===== src/rtl/cfs_pkg.sv =====
// cfs_pkg: shared constants and the result record of the circular FIFO with search.
// Used by cfs_ctrl and circular_fifo_with_search_top. No dependencies.
package cfs_pkg;

  // Build defaults
  localparam int DEPTH_DEF     = 32;
  localparam int WORD_BITS_DEF = 32;

  // Fixed field widths
  localparam int CAP_BITS  = 6;
  localparam int OP_BITS   = 3;
  localparam int STAT_BITS = 2;
  localparam int SLOT_BITS = 5;
  localparam int DATA_BITS = 32;

  // Slots used when capacity is written as zero
  localparam logic [CAP_BITS-1:0] DEFAULT_SLOTS = 6'd20;

  // Command codes
  localparam logic [OP_BITS-1:0] OP_ENQ    = 3'd0;
  localparam logic [OP_BITS-1:0] OP_DEQ    = 3'd1;
  localparam logic [OP_BITS-1:0] OP_SEARCH = 3'd2;
  localparam logic [OP_BITS-1:0] OP_CLEAR  = 3'd3;
  localparam logic [OP_BITS-1:0] OP_PEEKF  = 3'd4;
  localparam logic [OP_BITS-1:0] OP_PEEKR  = 3'd5;

  // Status codes
  localparam logic [STAT_BITS-1:0] ST_OK    = 2'd0;
  localparam logic [STAT_BITS-1:0] ST_FULL  = 2'd1;
  localparam logic [STAT_BITS-1:0] ST_EMPTY = 2'd2;

  // Data word returned by a peek of an empty queue
  localparam logic [DATA_BITS-1:0] EMPTY_WORD = '1;

  // One result beat
  typedef struct packed {
    logic [STAT_BITS-1:0] status;
    logic [DATA_BITS-1:0] data;
    logic                 found;
    logic [SLOT_BITS-1:0] slot;
    logic [CAP_BITS-1:0]  occ;
  } res_t;

endpackage


===== src/rtl/cfs_ram.sv =====
// cfs_ram: ring storage, one write port and one read port with registered read data.
// Standalone; no package dependencies.
module cfs_ram #(
  parameter int DEPTH     = 32,
  parameter int WORD_BITS = 32,
  parameter int AW        = 5
) (
  input  logic                 clk,
  input  logic                 wr_en,
  input  logic [AW-1:0]        wr_addr,
  input  logic [WORD_BITS-1:0] wr_data,
  input  logic [AW-1:0]        rd_addr,
  output logic [WORD_BITS-1:0] rd_data
);

  logic [WORD_BITS-1:0] mem [DEPTH];

  // Write port
  always_ff @(posedge clk) begin
    if (wr_en) begin
      mem[wr_addr] <= wr_data;
    end
  end

  // Read port, registered read data
  always_ff @(posedge clk) begin
    rd_data <= mem[rd_addr];
  end

endmodule


===== src/rtl/cfs_ctrl.sv =====
// cfs_ctrl: command register, queue pointers and sequencer for the circular FIFO.
// Depends on cfs_pkg; drives the ports of cfs_ram.
module cfs_ctrl #(
  parameter int DEPTH     = cfs_pkg::DEPTH_DEF,
  parameter int WORD_BITS = cfs_pkg::WORD_BITS_DEF,
  parameter int AW        = $clog2(DEPTH)
) (
  input  logic                           clk,
  input  logic                           rst,
  // command beat
  input  logic                           in_valid,
  output logic                           in_stall,
  input  logic [cfs_pkg::OP_BITS-1:0]    opcode,
  input  logic signed [31:0]             value,
  // capacity write
  input  logic                           cfg_wr,
  input  logic [cfs_pkg::CAP_BITS-1:0]   cfg_data,
  // result hand-off
  input  logic                           out_free,
  output logic                           res_load,
  output cfs_pkg::res_t                  res,
  // ring storage
  output logic                           wr_en,
  output logic [AW-1:0]                  wr_addr,
  output logic [WORD_BITS-1:0]           wr_data,
  output logic [AW-1:0]                  rd_addr,
  input  logic [WORD_BITS-1:0]           rd_data
);

  localparam int CB = cfs_pkg::CAP_BITS;

  localparam logic [1:0] S_IDLE = 2'd0;
  localparam logic [1:0] S_EXEC = 2'd1;
  localparam logic [1:0] S_PEEK = 2'd2;
  localparam logic [1:0] S_SCAN = 2'd3;

  logic [1:0]                   state, state_next;
  logic [1:0]                   state_seq;
  logic [cfs_pkg::OP_BITS-1:0]  cmd_op;
  logic [WORD_BITS-1:0]         cmd_word;
  logic [CB-1:0]                cap_reg;
  logic [AW-1:0]                head, head_next;
  logic [AW-1:0]                tail, tail_next;
  logic [CB-1:0]                count, count_next;
  logic [AW-1:0]                ptr, ptr_next;
  logic [CB-1:0]                left, left_next;

  logic [CB-1:0]                slots;
  logic                         accept;
  logic                         done;
  logic                         empty;
  logic                         hit;
  logic [63:0]                  value_ext;
  logic signed [WORD_BITS-1:0]  rd_signed;
  logic [63:0]                  rd_ext;
  logic [31:0]                  ptr_wide;
  logic [AW-1:0]                rear;
  logic [AW-1:0]                ptr_adv;

  // Step to the next ring slot, wrapping at the slots in use
  function automatic logic [AW-1:0] next_slot(input logic [AW-1:0] i,
                                              input logic [CB-1:0] c);
    logic [AW:0] n;
    n = {1'b0, i} + 1'b1;
    if (32'(n) >= 32'(c)) begin
      return '0;
    end
    return n[AW-1:0];
  endfunction

  // Slots in use: zero means the default, clamp to the built depth
  always_comb begin
    slots = (cap_reg == '0) ? cfs_pkg::DEFAULT_SLOTS : cap_reg;
    if (32'(slots) > DEPTH) begin
      slots = CB'(DEPTH);
    end
  end

  // Word conversions between the 32-bit ports and the stored width
  assign value_ext = {32'b0, value};
  assign rd_signed = rd_data;
  assign rd_ext    = 64'(rd_signed);
  assign ptr_wide  = 32'(ptr);

  assign empty   = (count == '0);
  assign hit     = (rd_data == cmd_word);
  assign rear    = (tail == '0) ? AW'(slots - 1'b1) : tail - 1'b1;
  assign ptr_adv = next_slot(ptr, slots);

  assign accept   = in_valid && !in_stall;
  assign in_stall = (state != S_IDLE) && !done;
  assign res_load = done;

  assign wr_addr = tail;
  assign wr_data = cmd_word;

  // Sequence one command: execute, then wait on a read or walk the ring
  always_comb begin
    state_seq  = state;
    head_next  = head;
    tail_next  = tail;
    count_next = count;
    ptr_next   = ptr;
    left_next  = left;
    rd_addr    = ptr;
    wr_en      = 1'b0;
    done       = 1'b0;
    res        = '0;

    case (state)
      S_EXEC: begin
        case (cmd_op)
          cfs_pkg::OP_ENQ: begin
            done = out_free;
            if (count >= slots) begin
              res.status = cfs_pkg::ST_FULL;
            end else begin
              wr_en      = done;
              tail_next  = next_slot(tail, slots);
              count_next = count + 1'b1;
            end
          end
          cfs_pkg::OP_DEQ: begin
            done = out_free;
            if (empty) begin
              res.status = cfs_pkg::ST_EMPTY;
            end else if (count == CB'(1)) begin
              head_next  = '0;
              tail_next  = '0;
              count_next = '0;
            end else begin
              head_next  = next_slot(head, slots);
              count_next = count - 1'b1;
            end
          end
          cfs_pkg::OP_SEARCH: begin
            if (empty) begin
              done       = out_free;
              res.status = cfs_pkg::ST_EMPTY;
            end else begin
              rd_addr    = head;
              ptr_next   = head;
              left_next  = count;
              state_seq  = S_SCAN;
            end
          end
          cfs_pkg::OP_CLEAR: begin
            done       = out_free;
            res.status = empty ? cfs_pkg::ST_EMPTY : cfs_pkg::ST_OK;
            head_next  = '0;
            tail_next  = '0;
            count_next = '0;
          end
          cfs_pkg::OP_PEEKF, cfs_pkg::OP_PEEKR: begin
            if (empty) begin
              done       = out_free;
              res.status = cfs_pkg::ST_EMPTY;
              res.data   = cfs_pkg::EMPTY_WORD;
            end else begin
              rd_addr    = (cmd_op == cfs_pkg::OP_PEEKR) ? rear : head;
              ptr_next   = rd_addr;
              state_seq  = S_PEEK;
            end
          end
          default: begin
            done = out_free;
          end
        endcase
      end

      // Read data of the peeked slot is valid; hold the address while stalled
      S_PEEK: begin
        done     = out_free;
        res.data = rd_ext[31:0];
      end

      // Compare the slot read last cycle; stop on a hit or the last stored word
      S_SCAN: begin
        if (hit || left == CB'(1)) begin
          done      = out_free;
          res.found = hit;
          res.slot  = hit ? ptr_wide[cfs_pkg::SLOT_BITS-1:0] : '0;
        end else begin
          rd_addr   = ptr_adv;
          ptr_next  = ptr_adv;
          left_next = left - 1'b1;
        end
      end

      default: begin
      end
    endcase

    res.occ = count_next;
  end

  // Finish, or take the next command in the same cycle
  always_comb begin
    if (accept) begin
      state_next = S_EXEC;
    end else if (done) begin
      state_next = S_IDLE;
    end else begin
      state_next = state_seq;
    end
  end

  // Control registers
  always_ff @(posedge clk) begin
    if (rst) begin
      state   <= S_IDLE;
      cap_reg <= cfs_pkg::DEFAULT_SLOTS;
      head    <= '0;
      tail    <= '0;
      count   <= '0;
    end else begin
      state <= state_next;
      if (done) begin
        head  <= head_next;
        tail  <= tail_next;
        count <= count_next;
      end
      // Capacity write empties the queue
      if (cfg_wr) begin
        cap_reg <= cfg_data;
        head    <= '0;
        tail    <= '0;
        count   <= '0;
      end
    end
  end

  // Command and walk registers
  always_ff @(posedge clk) begin
    ptr  <= ptr_next;
    left <= left_next;
    if (accept) begin
      cmd_op   <= opcode;
      cmd_word <= value_ext[WORD_BITS-1:0];
    end
  end

endmodule


===== src/rtl/circular_fifo_with_search_top.sv =====
// circular_fifo_with_search_top: ring-buffer FIFO of signed words with search.
// Depends on cfs_pkg, cfs_ctrl and cfs_ram.
//
//   channel   handshake             payload
//   in        in_valid / in_stall   opcode, value
//   out       out_valid / out_stall status, data_out, found, found_slot, occupancy
//   cfg       cfg_valid / cfg_ready cfg_data (capacity)
//
// Enqueue, dequeue, clear and refused commands finish in the execute state, back to back
// while the output is free. Peek reads in execute and returns the word in the peek state;
// search compares slots one per cycle through the single read port of the ring memory.
// A result is loaded into the output register at the edge that finishes its command.
// Reset empties the queue and sets capacity to 20; ring contents are not cleared.
// A stalled result holds; one more command is taken and waits for the output register.
module circular_fifo_with_search_top #(
  parameter int DEPTH     = cfs_pkg::DEPTH_DEF,
  parameter int WORD_BITS = cfs_pkg::WORD_BITS_DEF
) (
  input  logic                                 clk,
  input  logic                                 rst,
  input  logic                                 in_valid,
  output logic                                 in_stall,
  input  logic [cfs_pkg::OP_BITS-1:0]          opcode,
  input  logic signed [31:0]                   value,
  output logic                                 out_valid,
  input  logic                                 out_stall,
  output logic [cfs_pkg::STAT_BITS-1:0]        status,
  output logic signed [31:0]                   data_out,
  output logic                                 found,
  output logic [cfs_pkg::SLOT_BITS-1:0]        found_slot,
  output logic [cfs_pkg::CAP_BITS-1:0]         occupancy,
  input  logic                                 cfg_valid,
  output logic                                 cfg_ready,
  input  logic [cfs_pkg::CAP_BITS-1:0]         cfg_data
);

  localparam int AW = $clog2(DEPTH);

  logic                  out_free;
  logic                  res_load;
  cfs_pkg::res_t         res;
  cfs_pkg::res_t         out_res;
  logic                  wr_en;
  logic [AW-1:0]         wr_addr;
  logic [WORD_BITS-1:0]  wr_data;
  logic [AW-1:0]         rd_addr;
  logic [WORD_BITS-1:0]  rd_data;

  assign cfg_ready = 1'b1;
  assign out_free  = !out_valid || !out_stall;

  cfs_ctrl #(
    .DEPTH     (DEPTH),
    .WORD_BITS (WORD_BITS),
    .AW        (AW)
  ) u_ctrl (
    .clk      (clk),
    .rst      (rst),
    .in_valid (in_valid),
    .in_stall (in_stall),
    .opcode   (opcode),
    .value    (value),
    .cfg_wr   (cfg_valid && cfg_ready),
    .cfg_data (cfg_data),
    .out_free (out_free),
    .res_load (res_load),
    .res      (res),
    .wr_en    (wr_en),
    .wr_addr  (wr_addr),
    .wr_data  (wr_data),
    .rd_addr  (rd_addr),
    .rd_data  (rd_data)
  );

  cfs_ram #(
    .DEPTH     (DEPTH),
    .WORD_BITS (WORD_BITS),
    .AW        (AW)
  ) u_ram (
    .clk     (clk),
    .wr_en   (wr_en),
    .wr_addr (wr_addr),
    .wr_data (wr_data),
    .rd_addr (rd_addr),
    .rd_data (rd_data)
  );

  // Output register: load a finished result, drop it once taken
  always_ff @(posedge clk) begin
    if (rst) begin
      out_valid <= 1'b0;
    end else if (res_load) begin
      out_valid <= 1'b1;
    end else if (!out_stall) begin
      out_valid <= 1'b0;
    end
  end

  always_ff @(posedge clk) begin
    if (res_load) begin
      out_res <= res;
    end
  end

  assign status     = out_res.status;
  assign data_out   = out_res.data;
  assign found      = out_res.found;
  assign found_slot = out_res.slot;
  assign occupancy  = out_res.occ;

  // A waiting result is never overwritten
  a_no_overwrite: assert property (@(posedge clk) disable iff (rst)
    (out_valid && out_stall) |-> !res_load)
    else $error("result loaded over a stalled beat");

  // A rejected enqueue implies a nonempty queue
  a_full_nonempty: assert property (@(posedge clk) disable iff (rst)
    (out_valid && status == cfs_pkg::ST_FULL) |-> (occupancy != '0))
    else $error("full status with zero occupancy");

  // An empty status always comes with the queue left empty
  a_empty_zero: assert property (@(posedge clk) disable iff (rst)
    (out_valid && status == cfs_pkg::ST_EMPTY) |-> (occupancy == '0))
    else $error("empty status with nonzero occupancy");

  // A search hit only comes with status ok
  a_found_ok: assert property (@(posedge clk) disable iff (rst)
    (out_valid && found) |-> (status == cfs_pkg::ST_OK))
    else $error("found flag with a refusal status");

endmodule

===== config.mk =====
export PLATFORM = sky130hd
export DESIGN_NAME = circular_fifo_with_search_top
export DESIGN_NICKNAME = d
export VERILOG_FILES = /design/src/rtl/cfs_pkg.sv /design/src/rtl/cfs_ram.sv /design/src/rtl/cfs_ctrl.sv /design/src/rtl/circular_fifo_with_search_top.sv
export SDC_FILE = /design/constraint.sdc
export NUM_CORES = 2
export LEC_CHECK = 0
export ABC_CLOCK_PERIOD_IN_PS = 5400
export BUFFER_PORTS_ARGS = -buffer_cell sky130_fd_sc_hd__buf_2
export CORE_MARGIN = 2
export CORE_UTILIZATION = 57
export DETAILED_ROUTE_END_ITERATION = 8
export GPL_TIMING_DRIVEN = 1
export PLACE_DENSITY = 0.82
export RECOVER_POWER = 100
export SLEW_MARGIN = 25
export SYNTH_ARGS = -nofsm -noshare
export SYNTH_HDL_FRONTEND = slang
export SYNTH_HIERARCHICAL = 1
export SYNTH_SLANG_ARGS = --single-unit

===== constraint.sdc =====
create_clock -name clk -period 5.4 [get_ports clk]
set_clock_uncertainty 0.1 [all_clocks]
set_input_delay 0.54 -clock clk [delete_from_list [all_inputs] [get_ports clk]]
set_output_delay 0.54 -clock clk [all_outputs]
set_load 0.02 [all_outputs]

==> results.py <==
metrics = {
    "sta": {
        "fin_crit_sh_pct": 95.9,
        "report.final.slew_viol_count": 90,
        "setup_violations": 0,
        "fmax_mhz": 193,
        "final-hold-violation-count": 0,
        "tns_ps": 0,
        "rsz0062_at_grt": "false",
        "fin_crit_ps": 5180,
        "slew_headroom_pct": -4.31,
        "worst_slew_pin_slew_ps": 1560,
    },
    "logic_synthesis": {
        "ys_seq_area_share_pct": 73.8,
        "synth_top_area_share_pct": 71.2,
        "ys_ff_latch": 1173,
        "synthCells": 2845,
        "netlist_area_um2": 46900,
        "yosysMostFrequentCell": "edfxtp_1",
        "ys_warn_count": 6,
        "yosysTopAreaCell": "edfxtp_1",
        "synth_edf_count": 1111,
        "ys_top_cells_by_area": "edfxtp_1, mux2i_1, dfxtp_1, a22oi_1, a21oi_1",
        "syn_area_per_cell_um2": 16.5,
        "ys_async_sr_fraction_pct": 0,
        "synth_common_cells": "edfxtp_1, mux2i_1, nand2_1",
        "synth_cell_type_count": 71,
        "synth_nets": 2929,
        "ys.flop_type": "edfxtp_1",
    },
    "global_route": {
        "grt_pass1_wl_um": 178000,
        "grt_util_met1_pct": 38.3,
        "grt_pass1_vias": 27043,
        "grt.total_usage_pct": 28.5,
        "busiest_layer": "met2",
        "antenna_found_initial": 4,
        "met3_usage_pct": 6.17,
        "use_met2_pct": 46.1,
        "grt_max_degree": 86,
        "gr-total-overflow": 0,
    },
    "run": {
        "maxCapViolations": 3,
    },
    "critical_path": {
        "r2r_slack_ps": 220,
        "rr_startpoint": "u_ctrl/wr_data[24]$_DFFE_PP_",
        "crit_type": "reg2reg",
        "worstPathCellList": "xnor2_1 > nand4_1 > nor4_4 > a21o_2 > a211oi_1 > o31a_1 > o21ai_0 > nor2b_4 > buf_12 > a22oi_1 > a31oi_1 > nand3_1",
        "max_stage_delay_ps": 1050,
        "crit_start": "u_ctrl/wr_data[24]$_DFFE_PP_",
        "startpoint_type": "flop",
        "end_kind": "flop",
        "critical-path-slowest-cell": "edfxtp_1",
        "critical_path.top_delay_family": "compound AO/OA/AOI/OAI gates",
        "path_buf_inv": 1,
        "critical_path_required_ps": 5800,
        "cp_max_fo": 33,
        "cp.arrival_ps": 5580,
    },
    "clock_network": {
        "clock_latency_ps": 670,
        "numCtsBuffers": 110,
        "htreeDepth": 3,
        "cts_tree": "built",
        "cts-root-buf": "clkbuf_16",
        "cts.sinks": 1173,
        "path_clk_slew_ps": 60,
        "cts_resized": 0,
        "cts.path.max_buffers": 3,
    },
    "detailed_routing": {
        "drt_iter0_drc": 3653,
        "drc_errors": 0,
        "routedWlPerCell_um": 28.7,
        "post_drt_via_cell_ratio": 6.46,
        "ant_nets": 0,
        "dr.pass1.iters": 6,
        "vias": 27288,
        "drt_wl_total_um": 121000,
    },
    "pwr": {
        "power_density_nw_per_um2": 360,
        "leakagePower_nw": 16.7,
        "vdd_drop_max_mv": 0.276,
    },
    "run_status": {
        "status": "finished with violations",
        "violations": "max-capacitance violations, max-slew violations",
    },
    "min_path": {
        "min-delay-start": "out_stall",
        "hp-class": "in2reg",
    },
    "floorplan": {
        "ios": 95,
        "num_rows": 105,
        "core_um2": 81700,
        "start_util_pct": 57.3,
        "die_w_um": 291,
        "die_h_um": 291,
        "dieArea_um2": 84500,
    },
    "layout": {
        "num-fill-cells": 5467,
        "largest_reg_flops": 1024,
        "multiInputGateArea_um2": 11500,
        "register_area_um2": 34600,
        "largest_register": "u_ram/mem",
        "drive_above_1_share_pct": 10.7,
        "area_growth_pct": 12.6,
        "nets": 3143,
        "final_design_area_no_fill_um2": 52800,
    },
    "place": {
        "dpl_cell_area_um2": 49400,
        "hpwl_um": 70600,
        "place_congestion": 0.872,
        "port_buffers": 93,
    },
}
area by class of cell:
class / instances / area share [%]
diodes: 2 / 0.00948
clock buffers: 152 / 5.67
clock inverters: 52 / 0.898
inverters: 20 / 0.142
multi-input cells: 1498 / 21.8
flip-flops and latches: 1173 / 65.6
well taps: 1070 / 2.54
repair buffers: 256 / 3.38
metal layers:
layer | up-vias | share of wire, %
li1 | 11554 | -
met1 | 13619 | 37
met2 | 1795 | 48
met3 | 318 | 12
met4 | 2 | 4.0
met5 | - | 0.011
per-stage QoR:
stage	hold WS [ps]	std cells	utilization [%]	power (mW)	worst slack [ps]
after detailed placement	401	3984	60.4	11.7	378
final	30.1	4223	64.6	19.0	222
after floorplan	356	2845	-	11.3	598
after CTS	1.18	4219	65.0	19.0	256
after global routing	31.8	4221	64.6	19.5	33.1
after global placement	381	3984	60.4	11.6	626
where the power goes:
part,switching [mW],internal [mW],leakage [nW]
logic,0.823,0.593,4.57
clock network,3.23,4.20,1.68
registers,0.0952,10.0,10.5
cell usage in the layout, fill, tap and decap left out, types with 42 or more instances in the layout:
cell type / count
mux2i_1: 518
dfxtp_1: 62
clkbuf_1: 127
edfxtp_1: 1111
xnor2_1: 42
a22oi_1: 97
nand2_1: 160
a21oi_1: 124
clkbuf_16: 111
nor2_1: 52
a22o_1: 70
nand3_1: 111
final timing paths:
check | cells past startpoint | end
setup reg to reg | 12 | u_ram/rd_data[29]$_DFF_P_
setup / recovery | 12 | u_ram/rd_data[29]$_DFF_P_
hold reg to reg | 0 | u_ram/mem[12][6]$_DFFE_PP_
hold / removal | 3 | out_valid$_SDFFE_PP0P_
worst reg2reg max path: cells and delay by family, from the launching register on:
| kind | cells | cell delay (ps) |
|---|---|---|
| AOI/OAI and AO/OA | 6 | 1730 |
| and+or+nand+nor | 4 | 1590 |
| DFF | 1 | 1050 |
| buffers and inverters | 1 | 280 |
| xor gates and xnor gates | 1 | 270 |
timing repair:
action | in CTS | in global routing
hold buffers | 31 | 0
endpoints found under the hold margin | 31 | 0
buffers inserted | 0 | 0
kinds of logic after synthesis:
logic type	synth area share, %
flip-flops	73.8
multiplexers	11.1
AND/OR/NAND/NOR	4.70
AO/OA/AOI/OAI	6.42
buffers and inverters	2.05
XOR/XNOR	0.897
adder cells (fa/ha/maj)	1.01
other	0.00800
Power figures use the tool's default switching activity.
